### src/rtl/lge_pkg.sv
`default_nettype none

package lge_pkg;

  localparam int GRID_ROWS = 64;
  localparam int GRID_COLS = 64;
  localparam int ROW_W     = $clog2(GRID_ROWS);
  localparam int COL_W     = $clog2(GRID_COLS);

  // Width of the row and column fields of an input item.
  localparam int FLD_W     = 6;
  // Wide enough to compare a field with a grid size of up to 256.
  localparam int CMP_W     = 9;

  localparam int Q_DEPTH   = 2;
  localparam int Q_PTR_W   = $clog2(Q_DEPTH);
  localparam int Q_CNT_W   = $clog2(Q_DEPTH + 1);

  localparam logic [1:0] ACT_TOGGLE = 2'd0;
  localparam logic [1:0] ACT_READ   = 2'd1;
  localparam logic [1:0] ACT_STEP   = 2'd2;

  localparam logic signed [4:0] CNT_BORDER = -5'sd1;
  localparam logic [3:0]        LIFE_BIRTH = 4'd3;
  localparam logic [3:0]        LIFE_KEEP  = 4'd2;

  typedef enum logic [1:0] {
    OP_TOGGLE,
    OP_READ,
    OP_STEP
  } op_e;

  typedef struct packed {
    op_e              op;
    logic             on_grid;
    logic             border;
    logic [ROW_W-1:0] row;
    logic [COL_W-1:0] col;
  } entry_t;

  typedef logic [GRID_COLS-1:0] row_t;

  function automatic logic [ROW_W-1:0] row_idx(input logic [FLD_W-1:0] r);
    logic [ROW_W+FLD_W-1:0] ext;
    ext = {{ROW_W{1'b0}}, r};
    return ext[ROW_W-1:0];
  endfunction

  function automatic logic [COL_W-1:0] col_idx(input logic [FLD_W-1:0] c);
    logic [COL_W+FLD_W-1:0] ext;
    ext = {{COL_W{1'b0}}, c};
    return ext[COL_W-1:0];
  endfunction

endpackage

`default_nettype wire

### src/rtl/lge_if.sv
`default_nettype none

interface lge_in_if;
  logic                      valid;
  logic                      ready;
  logic [1:0]                action;
  logic [lge_pkg::FLD_W-1:0] row;
  logic [lge_pkg::FLD_W-1:0] col;

  modport source (output valid, output action, output row, output col, input ready);
  modport sink   (input valid, input action, input row, input col, output ready);
endinterface


`default_nettype wire

### src/rtl/lge_front.sv
`default_nettype none

module lge_front (
  lge_in_if.sink          item_i,
  input  logic            full_i,
  output logic            push_o,
  output lge_pkg::entry_t entry_o
);

  logic                      on_grid;
  logic [lge_pkg::ROW_W-1:0] row;
  logic [lge_pkg::COL_W-1:0] col;

  always_comb begin
    on_grid = (lge_pkg::CMP_W'(item_i.row) < lge_pkg::CMP_W'(lge_pkg::GRID_ROWS)) &&
              (lge_pkg::CMP_W'(item_i.col) < lge_pkg::CMP_W'(lge_pkg::GRID_COLS));
    row = on_grid ? lge_pkg::row_idx(item_i.row) : '0;
    col = on_grid ? lge_pkg::col_idx(item_i.col) : '0;

    entry_o.on_grid = on_grid;
    entry_o.row     = row;
    entry_o.col     = col;
    entry_o.border  = on_grid &&
                      ((row == '0) || (row == lge_pkg::ROW_W'(lge_pkg::GRID_ROWS - 1)) ||
                       (col == '0) || (col == lge_pkg::COL_W'(lge_pkg::GRID_COLS - 1)));

    unique case (item_i.action)
      lge_pkg::ACT_TOGGLE: entry_o.op = on_grid ? lge_pkg::OP_TOGGLE : lge_pkg::OP_READ;
      lge_pkg::ACT_STEP:   entry_o.op = lge_pkg::OP_STEP;
      default:             entry_o.op = lge_pkg::OP_READ;
    endcase
  end

  assign item_i.ready = !full_i;
  assign push_o       = item_i.valid && !full_i;

endmodule

`default_nettype wire

### src/flat_wrapper.sv
// flat-port wrapper written by rule: the top's interface ports become plain ports
module lge_front_flat 
  (full_i, push_o, entry_o, item_i_valid, item_i_action, item_i_row, item_i_col, item_i_ready);
  lge_in_if item_i_i ();
  input  logic full_i;
  output logic push_o;
  output lge_pkg::entry_t entry_o;
  input wire logic [$bits(item_i_i.valid)-1:0] item_i_valid;
  input wire logic [$bits(item_i_i.action)-1:0] item_i_action;
  input wire logic [$bits(item_i_i.row)-1:0] item_i_row;
  input wire logic [$bits(item_i_i.col)-1:0] item_i_col;
  output wire logic [$bits(item_i_i.ready)-1:0] item_i_ready;
  assign item_i_i.valid = item_i_valid;
  assign item_i_i.action = item_i_action;
  assign item_i_i.row = item_i_row;
  assign item_i_i.col = item_i_col;
  assign item_i_ready = item_i_i.ready;
  lge_front u_core (.item_i(item_i_i), .full_i(full_i), .push_o(push_o), .entry_o(entry_o));
endmodule
### config.mk
export PLATFORM = sky130hd
export DESIGN_NAME = lge_front_flat
export DESIGN_NICKNAME = d
export VERILOG_FILES = /design/src/rtl/lge_pkg.sv /design/src/rtl/lge_if.sv /design/src/rtl/lge_front.sv /design/src/flat_wrapper.sv
export SDC_FILE = /design/constraint.sdc
export NUM_CORES = 1
export LEC_CHECK = 0
export BUFFER_PORTS_ARGS = -buffer_cell sky130_fd_sc_hd__buf_2
export CAP_MARGIN = 25
export CORE_AREA = 3 3 40 42
export DETAILED_ROUTE_END_ITERATION = 8
export DIE_AREA = 0 0 43 45
export SYNTH_ARGS = -nofsm -noshare
export SYNTH_HDL_FRONTEND = slang
export SYNTH_SLANG_ARGS = --single-unit
### constraint.sdc
create_clock -name vclk -period 1.52
set_clock_uncertainty 0.15 [all_clocks]
set_input_delay 0.152 -clock vclk [all_inputs]
set_output_delay 0.152 -clock vclk [all_outputs]
set_load 0.01 [all_outputs]
==> results.sh <==
export IMPL_outcome="completed"
export IMPL_grt_first_pass_wirelength_um=683
export IMPL_ant_nets=0
export IMPL_leakage_nw=0.164
export IMPL_synth_top_area_cell="buf_4"
export IMPL_p_comb_share_pct=100.0
export IMPL_yosysWarnings=0
export IMPL_worstSetupEndpointType="output pin"
export IMPL_p_switching_uw=36.0
export IMPL_netlist_area_um2=193
export IMPL_finalMaxSlewViolations=0
export IMPL_postCtsHoldBufs=0
export IMPL_synth_top_area_share_pct=50.6
export IMPL_multiInputGateArea_um2=87.6
export IMPL_cp_cell_sequence="buf_2, or4_4, o311ai_2, buf_2"
export IMPL_worst_ep_required_time_ns=1.22
export IMPL_wl_per_cell_um=8.18
export IMPL_hold_viol_final=0
export IMPL_wirelength_um=499
export IMPL_hold_path_class="in2out"
export IMPL_io_pins=34
export IMPL_antennaDiodeCount=0
export IMPL_intPower_uw=35.8
export IMPL_vdd_drop_max_uv=54.0
export IMPL_area_growth_pct=42.9
export IMPL_dr_pass1_iters=2
export IMPL_final_setup_worst_slack_ns=0.0515
export IMPL_start_kind="input pin"
export IMPL_period_needed_ns=1.47
export IMPL_rsz0062_at_grt="true"
export IMPL_die_h_um=45
export IMPL_io_buffers=33
export IMPL_synthesis_nets=43
export IMPL_die_area_mm2=0.00194
export IMPL_cts_resized=0
export IMPL_antenna_found_initial=0
export IMPL_via_per_inst=3.89
export IMPL_cp_slowest_cell="or4_4"
export IMPL_netSwitchingFraction_pct=50.1
export IMPL_yosysSeqAreaShare_pct=0
export IMPL_crit_top_cell="buf_2"
export IMPL_dieWidth_um=43
export IMPL_slowest_delay_ns=0.52
export IMPL_drt_iter0_markers=1
export IMPL_setup_viol=0
export IMPL_crit_buf_inv=2
export IMPL_syn_avg_cell_area_um2=7.14
export IMPL_clkbuf_count=0
export IMPL_grt_pass1_vias=194
export IMPL_grt_usage_pct=4.15
export IMPL_n_fill_cell=150
export IMPL_start_util_pct=15.0
export IMPL_nFlopsAndLatches=0
export IMPL_overflow=0
export IMPL_fin_tns_setup_ns=0
export IMPL_path_max_fanout=3
export IMPL_cts_setup_buffers=0
export IMPL_fp_row_count=13
export IMPL_seqPwrFrac_pct=0
export IMPL_drive_above_1_share_pct=78.3
export IMPL_grt_max_degree=4
export IMPL_clkPwrFrac_pct=0
export IMPL_vias=237
export IMPL_synth_area_leaders="buf_4 (51%), o311ai_2 (8.4%), nor2b_1 (6.5%)"
export IMPL_seq_area_um2=0
export IMPL_critPathTopFamily="simple AND/OR/NAND/NOR gates"
export IMPL_yosysUniqueCellTypes=14
export IMPL_timing_fmax_mhz=681
export IMPL_crit_arrival_ns=1.17
export IMPL_drc=0
export IMPL_powerDensity_mw_per_mm2=261
export IMPL_dpl_worst_slack_ns=0.0411
export IMPL_core_mm2=0.00128
export IMPL_syn_inst=27
export IMPL_cap_violations=0
export IMPL_gp_congestion=0.651
export IMPL_critPathKind="in2out"
export IMPL_fin_nets=64
export IMPL_fin_crit_sh_pct=96.6
-- Yosys cell counts --
cell type and n:
nand2_1 1, o311ai_2 1, clkbuf_1 1, nand3_1 1
and4_2 1, buf_4 13, inv_1 1, conb_1 1
nor2_1 1, nor2b_1 2, nand4_1 1, nor4_1 1
or4_4 1, a2bb2oi_1 1
-- cells by family after synthesis --
kind of cell	after synthesis	share of synthesized area, %
compound gates	2	13.0
simple gates	9	30.5
buf+inv	15	54.5
other cells	1	1.95
-- per-layer routing --
metal | wire (um) | global-route usage, % | share of wire [%] | up-vias
met5 | 0 | 0 | 0 | -
met4 | 0 | 0 | 0 | 0
met3 | 137 | 0.398 | 27 | 0
met2 | 198 | 8.38 | 40 | 29
met1 | 163 | 5.00 | 33 | 90
li1 | - | - | - | 118
-- power groups by stage --
stage	clock network, mW	registers (mW)	logic, mW
detailed placement	0	0	0.0725
finish	0	0	0.0717
global route	0	0	0.0787
global placement	0	0	0.0718
floorplan	0	0	0.0489
CTS	0	0	0.0727
-- placed cells by master (no fill, tap or decap) --
cell type  count
buf_2         33
nor2b_1        2
inv_1          1
or4_4          1
and4_2         1
nand3_1        1
nand4_1        1
nand2_1        1
nor4_1         1
nor2_1         1
a2bb2oi_1      1
o311ai_2       1
conb_1         1
-- worst paths after layout --
path	start	end	slack [ns]	depth (start not counted)
hold / removal	item_i_action[0]	entry_o[14]	0.36	2
setup / recovery	item_i_row[1]	entry_o[12]	0.05	4
-- area by class of cell --
class              instances  area share (%)
well taps                 15            6.82
inverters                  1            1.36
repair buffers            33            60.0
multi-input cells         12            31.8
-- through the flow --
| stage | hold slack, ns | instances | total power [mW] | area [um2] | util (%) |
|---|---|---|---|---|---|
| floorplan | 0.198 | 27 | 0.0489 | 193 | - |
| global placement | 0.353 | 61 | 0.0718 | 275 | 21.4 |
| detailed placement | 0.355 | 61 | 0.0725 | 275 | 21.4 |
| CTS | 0.356 | 61 | 0.0727 | 275 | 21.4 |
| global route | 0.365 | 61 | 0.0787 | 275 | 21.4 |
| finish | 0.357 | 61 | 0.0717 | 275 | 21.4 |
Power figures use the tool's default switching activity.
