--- src/rtl/lge_pkg.sv ---
`default_nettype none

package lge_pkg;

  localparam int GRID_ROWS = 64;
  localparam int GRID_COLS = 64;
  localparam int ROW_W     = $clog2(GRID_ROWS);
  localparam int COL_W     = $clog2(GRID_COLS);

  // Width of the row and column fields of an input item.
  localparam int FLD_W     = 6;
  // Wide enough to compare a field with a grid size of up to 256.
  localparam int CMP_W     = 9;

  localparam int Q_DEPTH   = 2;
  localparam int Q_PTR_W   = $clog2(Q_DEPTH);
  localparam int Q_CNT_W   = $clog2(Q_DEPTH + 1);

  localparam logic [1:0] ACT_TOGGLE = 2'd0;
  localparam logic [1:0] ACT_READ   = 2'd1;
  localparam logic [1:0] ACT_STEP   = 2'd2;

  localparam logic signed [4:0] CNT_BORDER = -5'sd1;
  localparam logic [3:0]        LIFE_BIRTH = 4'd3;
  localparam logic [3:0]        LIFE_KEEP  = 4'd2;

  typedef enum logic [1:0] {
    OP_TOGGLE,
    OP_READ,
    OP_STEP
  } op_e;

  typedef struct packed {
    op_e              op;
    logic             on_grid;
    logic             border;
    logic [ROW_W-1:0] row;
    logic [COL_W-1:0] col;
  } entry_t;

  typedef logic [GRID_COLS-1:0] row_t;

  function automatic logic [ROW_W-1:0] row_idx(input logic [FLD_W-1:0] r);
    logic [ROW_W+FLD_W-1:0] ext;
    ext = {{ROW_W{1'b0}}, r};
    return ext[ROW_W-1:0];
  endfunction

  function automatic logic [COL_W-1:0] col_idx(input logic [FLD_W-1:0] c);
    logic [COL_W+FLD_W-1:0] ext;
    ext = {{COL_W{1'b0}}, c};
    return ext[COL_W-1:0];
  endfunction

endpackage

`default_nettype wire

--- src/rtl/lge_queue.sv ---
`default_nettype none

module lge_queue (
  input  logic            clk_i,
  input  logic            rst_ni,
  input  logic            push_i,
  input  lge_pkg::entry_t push_entry_i,
  output logic            full_o,
  input  logic            pop_i,
  output logic            vld_o,
  output lge_pkg::entry_t pop_entry_o
);

  lge_pkg::entry_t               slot_q [lge_pkg::Q_DEPTH];
  logic [lge_pkg::Q_PTR_W-1:0]   wr_ptr_q, wr_ptr_d;
  logic [lge_pkg::Q_PTR_W-1:0]   rd_ptr_q, rd_ptr_d;
  logic [lge_pkg::Q_CNT_W-1:0]   cnt_q, cnt_d;
  logic                          do_push, do_pop;

  assign full_o      = (cnt_q == lge_pkg::Q_CNT_W'(lge_pkg::Q_DEPTH));
  assign vld_o       = (cnt_q != '0);
  assign pop_entry_o = slot_q[rd_ptr_q];
  assign do_push     = push_i && !full_o;
  assign do_pop      = pop_i && vld_o;

  always_comb begin
    wr_ptr_d = wr_ptr_q;
    rd_ptr_d = rd_ptr_q;
    cnt_d    = cnt_q;
    if (do_push) begin
      wr_ptr_d = (wr_ptr_q == lge_pkg::Q_PTR_W'(lge_pkg::Q_DEPTH - 1)) ? '0 :
                 wr_ptr_q + lge_pkg::Q_PTR_W'(1);
    end
    if (do_pop) begin
      rd_ptr_d = (rd_ptr_q == lge_pkg::Q_PTR_W'(lge_pkg::Q_DEPTH - 1)) ? '0 :
                 rd_ptr_q + lge_pkg::Q_PTR_W'(1);
    end
    if (do_push && !do_pop) begin
      cnt_d = cnt_q + lge_pkg::Q_CNT_W'(1);
    end else if (do_pop && !do_push) begin
      cnt_d = cnt_q - lge_pkg::Q_CNT_W'(1);
    end
  end

  always_ff @(posedge clk_i or negedge rst_ni) begin
    if (!rst_ni) begin
      wr_ptr_q <= '0;
      rd_ptr_q <= '0;
      cnt_q    <= '0;
    end else begin
      wr_ptr_q <= wr_ptr_d;
      rd_ptr_q <= rd_ptr_d;
      cnt_q    <= cnt_d;
    end
  end

  always_ff @(posedge clk_i) begin
    if (do_push) begin
      slot_q[wr_ptr_q] <= push_entry_i;
    end
  end

endmodule

`default_nettype wire

--- config.mk ---
export PLATFORM = sky130hd
export DESIGN_NAME = lge_queue
export DESIGN_NICKNAME = d
export VERILOG_FILES = /design/src/rtl/lge_pkg.sv /design/src/rtl/lge_queue.sv
export SDC_FILE = /design/constraint.sdc
export NUM_CORES = 1
export LEC_CHECK = 0
export BUFFER_PORTS_ARGS = -buffer_cell sky130_fd_sc_hd__buf_2
export CORE_UTILIZATION = 54
export CTS_CLUSTER_DIAMETER = 200
export DETAILED_ROUTE_END_ITERATION = 10
export PLACE_DENSITY_LB_ADDON = 0.25
export SYNTH_ARGS = -nofsm -noshare
export SYNTH_HDL_FRONTEND = slang
export SYNTH_SLANG_ARGS = --single-unit
--- constraint.sdc ---
create_clock -name clk_i -period 3.2 [get_ports clk_i]
set_input_delay 0.16 -clock clk_i [delete_from_list [all_inputs] [get_ports clk_i]]
set_output_delay 0.16 -clock clk_i [all_outputs]
set_load 0.01 [all_outputs]
==> results.tsv, run 1 <==
metric	value	unit
outcome	completed	
grt_max_degree	18	
tns	0	ns
antenna_found_initial	0	
yosysWarnings	0	
whs	0.0241	ns
cp.arrival	1.80	ns
rows	18	
h-tree-depth	2	
clk_latency	0.32	ns
grt_pass1_vias	676	
io_buffers	37	
grt_overflow	0	
fin_crit_sh	61.2	%
syn_area	1410	um2
slew_viol_final	0	
final_util	69.6	%
final.setup_skew	0.00303	ns
synth.area.top_cells	edfxtp_1 68%, mux2_4 9.6%, dfrtp_1 7.1%, mux2_2 5.6%, xnor2_1 1.9%	
die_w	53.0	um
first_iter_violations	11	
syn_to_final_growth	22.6	%
fill_cells	181	
pwr_density_cell	829	nW/um2
start_util	56.8	%
slew_headroom	41.8	%
placedInstanceArea	1610	um2
p_leak	0.711	nW
layout-drive-gt1-share	50.0	%
dp_slack	1.57	ns
core	2480	um2
antennaDiodeCount	0	
die_area	2810	um2
syn_inst	69	
critical_path_class	register to output port	
synth-edff-count	32	
startpoint_type	register	
seqCellArea	1060	um2
irDropWorstVdd	0.556	mV
finalInstanceArea	1720	um2
cts_sinks	36	
pin_count	38	
clkTransAtPathRegs	0.10	ns
synth_commonest_cells	32 x edfxtp_1, 9 x mux2_4, 7 x mux2_2	
drv_cap	0	
syn_area_per_cell	20.4	um2
synth_nets	90	
fin_nets	140	
dp_hpwl	1.41	mm
setup_ws	1.24	ns
ys_types	16	
numCtsBuffers	5	
hold_viol	0	
min_path_type	input pin to register	
worstHoldPathCells	1	
die_y	53.0	um
route.vias.total	741	
drcViolationCount	0	
post-synth-top-area-cell	edfxtp_1	
reg2reg_depth	2	
async_flop_share	11.1	%
rsz0062_at_grt	no	
worstMarginPinSlew	0.872	ns
clock_path_buffers	2	
cts_resized	0	
seq_area_frac_synth	75.4	%
crit_required	3.04	ns
cts_root_buf	clkbuf_4	
routed_wl	2.09	mm
cp-end-kind	output port	
drt_pass1_iterations	3	
yosysMostFrequentCell	edfxtp_1	
vias_per_cell	4.94	
fin_crit	1.96	ns
power	1.43	mW
multi_input_area	307	um2
cts_tree	done	
synth.top_cell.area_share	68.3	%
drtAntennaViolNets	0	
gp_congestion	0.607	
fin_cells	150	
reg2reg_setup_slack	1.60	ns
dpl.cell_count	135	
grt_pass1_wl	3.06	mm
wl_per_cell	13.9	um
max_freq	511	MHz
crit_fanout	17	
ys.flop_type	edfxtp_1	
ys_ff_latch	36	
grt_usage	16.9	%
finalSetupViolations	0	
-- path summary, 6_finish.rpt --
path / startpoint / endpoint
min in group asynchronous: rst_ni / rd_ptr_q
max in group asynchronous: rst_ni / cnt_q[0]
max reg2reg: cnt_q[0] / slot_q[1][1]
min reg2reg: wr_ptr_q / wr_ptr_q
min: push_entry_i[15] / slot_q[1][15]
max: rd_ptr_q / pop_entry_o[5]
-- state kept, by name, indices dropped and copies added, names as in the netlist --
signal	flops
cnt_q	2
rd_ptr_q	1
slot_q	32
wr_ptr_q	1
-- cells in the final DEF (no fill, tap or decap) --
cell           instances
clkbuf_4               5
buf_2                 37
dfrtp_1                4
xor2_1                 2
edfxtp_1              32
clkbuf_1               2
buf_4                  1
xnor2_1                3
nand2_2                1
clkinv_1               1
dlygate4sd3_1          7
nand2b_1               1
inv_1                  2
ha_1                   1
mux2_2                 7
and3_1                 1
or2_1                  1
nand2_1                1
mux2_4                 9
nor2_1                 2
-- cell type report --
type / instances / share of cell area [%]
Inverter: 2 / 0.435
Timing Repair Buffer: 45 / 15.2
Tap cell: 30 / 2.18
Sequential cell: 36 / 61.5
Clock buffer: 7 / 2.61
Clock inverter: 1 / 0.218
Multi-Input combinational cell: 29 / 17.8
-- logic make-up (layout without fill, tap and decap cells) --
kind of cell	Yosys count	in the layout	synth area share, %
xor+xnor	5	5	3.11
fa+ha+maj	1	1	0.890
buf+inv	4	55	2.76
flops	36	36	75.4
mux	16	16	15.2
simple gates	7	7	2.58
-- metal layers --
metal	part of all wire (%)	track usage, %
met1	40	18.8
met2	53	28.1
met3	5.9	8.62
met4	1.3	5.26
met5	0	0
-- critical path, stage by stage (launching register included) --
cell and delay [ns]:
dfrtp_1 0.92, mux2_2 0.41, buf_2 0.14
-- report_power, final --
part,switching (mW),internal (mW)
sequential,0.0924,0.649
clock,0.131,0.0844
combinational,0.207,0.265
-- timing repair --
| item | in CTS | in global routing |
|---|---|---|
| hold endpoints to repair | 4 | 12 |
| buffers inserted | 0 | 0 |
| hold buffers | 1 | 6 |
No activity file was read; power rests on OpenSTA's default activity.
==> inputs of run 2 (changes only) <==
Settings changed: ABC_AREA from default to 1, CORE_UTILIZATION 54 to 52.
Clock period 3.2 ns to 1.85 ns, I/O delays scaled along.
==> run 2 against run 1 <==
  * Combinational power increased by 140%
  * Power increased by 92%
  * Setup slack got worse by 0.93 ns
  * Critical path depth increased by 2
  * Sequential cell count unchanged
  * Sequential power increased by 67%
  * Clock skew increased by 0.0060 ns
  * Register-to-register slack got worse by 1.1 ns
  * Global-route usage increased by 1.4 points
  * Area after synthesis increased by 9.1%
  * Critical endpoint is now pop_entry_o[9]
  * Largest power group unchanged
==> results.tsv, run 2 <==
metric	value	unit	change
layout-drive-gt1-share	41.3	%	-8.7 points
fin_nets	199		+42%
met2_length	1.25	mm	+13%
outcome	completed		
top_regs	slot_q x32, cnt_q x2		
clkTransAtPathRegs	0.09	ns	about the same
cp-end-kind	output port		
drcViolationCount	0		unchanged
crit_required	1.76	ns	-1.28 ns
synth_nets	136		+51%
largest_reg_flops	32		unchanged
first_iter_violations	21		+10
wl_met3	134	um	+8.9%
top_register	slot_q		
pin_count	38		unchanged
cpPeakStageDelay	0.58	ns	-0.34 ns
wl_per_cell	12.0	um	-14%
tns	0	ns	unchanged
placedInstanceArea	1750	um2	+9.2%
cts_tree	done		
io_buffers	37		unchanged
p_leak	0.899	nW	+26%
final.setup_skew	0.00907	ns	+0.00603 ns
grt_max_degree	18		unchanged
drt_pass1_iterations	4		+1
ys.flop_type	edfxtp_1		
async_flop_share	11.1	%	unchanged
dp_hpwl	1.72	mm	+22%
pwr_density_cell	1390	nW/um2	+68%
min_path_type	input pin to register		
grt_pass1_wl	4.13	mm	+35%
fin_crit	1.54	ns	
final_util	70.9	%	+1.3 points
final_common_cell	buf_2		
critPathBufInv	2		+1
grt_usage	18.4	%	+1.4 points
rows	19		+1
syn_area	1530	um2	+9.1%
slew_headroom	74.8	%	+33 points
postCtsSetupRepairBufs	0		unchanged
synth.top_cell.area_share	62.6	%	-5.7 points
cp_slowest_cell	dfrtp_1		
routed_wl	2.53	mm	+21%
cp.arrival	1.45	ns	-0.35 ns
synth_commonest_cells	36 x nand2_1, 32 x edfxtp_1, 13 x nand2_2		
vias_per_cell	4.72		-4.4%
irDropWorstVdd	0.976	mV	+76%
seq_area_frac_synth	69.2	%	-6.3 points
syn_to_final_growth	28.5	%	
cts_sinks	36		unchanged
worstMarginPinSlew	0.378	ns	-0.494 ns
die_y	56.3	um	+6.2%
cts_root_buf	clkbuf_4		
gp_congestion	0.652		+7.5%
wl_met1	1.10	mm	+32%
grt_pass1_vias	876		+30%
die_w	56.3	um	+6.2%
antennaDiodeCount	0		unchanged
syn_area_per_cell	13.3	um2	-35%
start_util	55.2	%	-1.6 points
post-synth-top-area-cell	edfxtp_1		
crit_fanout	11		-6
rsz0062_at_grt	no		
drv_cap	0		unchanged
clk_latency	0.34	ns	+0.02 ns
yosysMostFrequentCell	nand2_1		
grt_overflow	0		unchanged
whs	0.0522	ns	+0.0282 ns
max_freq	649	MHz	
antenna_found_initial	0		unchanged
route.vias.total	992		+34%
dp_slack	0.487	ns	-1.08 ns
finalSetupViolations	0		unchanged
cp_common_cell	nand2_1		
syn_inst	115		+67%
ys_ff_latch	36		unchanged
core	2780	um2	+12%
h-tree-depth	2		unchanged
mostFrequentLayoutCells	37 x buf_2, 36 x nand2_1, 32 x edfxtp_1		
synth.area.top_cells	edfxtp_1 63%, nand2_1 8.8%, nand2_4 7.3%, dfrtp_1 6.5%, nand2_2 5.3%		
numCtsBuffers	5		unchanged
critical_path_class	register to output port		
die_area	3170	um2	+13%
cp_top_family	flip-flops		
dr.max_layer_used	met4		
hold_viol	0		unchanged
startpoint_type	register		
synth-edff-count	32		unchanged
fin_crit_sh	83.2	%	
finalInstanceArea	1970	um2	+14%
slew_viol_final	0		unchanged
clock_path_buffers	2		unchanged
yosysWarnings	0		unchanged
setup_ws	0.310	ns	-0.933 ns
ys_types	18		+2
drtAntennaViolNets	0		unchanged
worstPathCellList	buf_4 -> nand2_1 -> nand2_1 -> buf_2		
[run 2: changes by cell type after synthesis, moves of 4 or more]
cell and change:
mux2_2 -7, nand2_2 +12, nand2_4 +10, nand2_1 +35
mux2_4 -9, inv_1 +4
[run 2: layout make-up]
type | instances | area, um2
fill | 194 | 810
inverter | 8 | 37.5
timing repair buffer | 59 | 393
multi-input combinational | 68 | 393
clock inverter | 2 | 7.51
tap | 31 | 38.8
sequential | 36 | 1060
clock buffer | 6 | 41.3
[run 2: through the flow]
stage,power (mW),cells
2_1_floorplan,2.06,115
3_3_place_gp,2.33,185
3_5_place_dp,2.37,185
4_1_cts,2.78,210
5_1_grt,2.93,210
6_report,2.74,210
[run 2: kinds of logic (layout without fill, tap and decap cells)]
kind of cell / count (synthesis) / count (layout) / synth area share (%)
DFF: 36 / 36 / 69.2
xor gates and xnor gates: 1 / 1 / 0.571
and+or+nand+nor: 65 / 65 / 23.9
AOI/OAI and AO/OA: 1 / 1 / 0.326
buffers and inverters: 11 / 75 / 5.22
adders and majority gates: 1 / 1 / 0.816
[run 2: per-layer routing]
metal  up-vias  global-route usage (%)
met3         8                    7.14
li1        505                       -
met4         0                    7.32
met1       451                    24.4
met5         -                       0
met2        28                    27.4
[run 2: worst register-to-register path, cell delays in order (launching register included)]
cell and delay, ns:
dfrtp_1 0.38, inv_1 0.11, nor2_2 0.18, nor2_4 0.05, ha_1 0.30, inv_1 0.08
nand3_1 0.08, nand2_1 0.06, nand2_1 0.05
[run 2: path summary, 6_finish.rpt]
check | slack (ns) | endpoint | start | depth (start not counted)
max | 0.31 | pop_entry_o[9] | rd_ptr_q | 4
min | 0.05 | rd_ptr_q | pop_i | 3
max reg2reg | 0.48 | cnt_q[1] | cnt_q[1] | 8
min reg2reg | 0.51 | wr_ptr_q | wr_ptr_q | 2
max in group asynchronous | 1.64 | rd_ptr_q | rst_ni | 2
min in group asynchronous | 0.08 | wr_ptr_q | rst_ni | 2
[run 2: what timing repair did]
| item | CTS | global route |
|---|---|---|
| gates resized for setup | 0 | 0 |
| hold endpoints to repair | 36 | 0 |
| endpoints found under the setup margin | 0 | 0 |
| hold buffers | 17 | 0 |
[run 2: report_power, final]
part / switching (mW) / internal, mW / leakage, nW / total [mW]
logic: 0.686 / 0.444 / 0.526 / 1.13
registers: 0.123 / 1.12 / 0.346 / 1.24
clock network: 0.233 / 0.141 / 0.0273 / 0.374
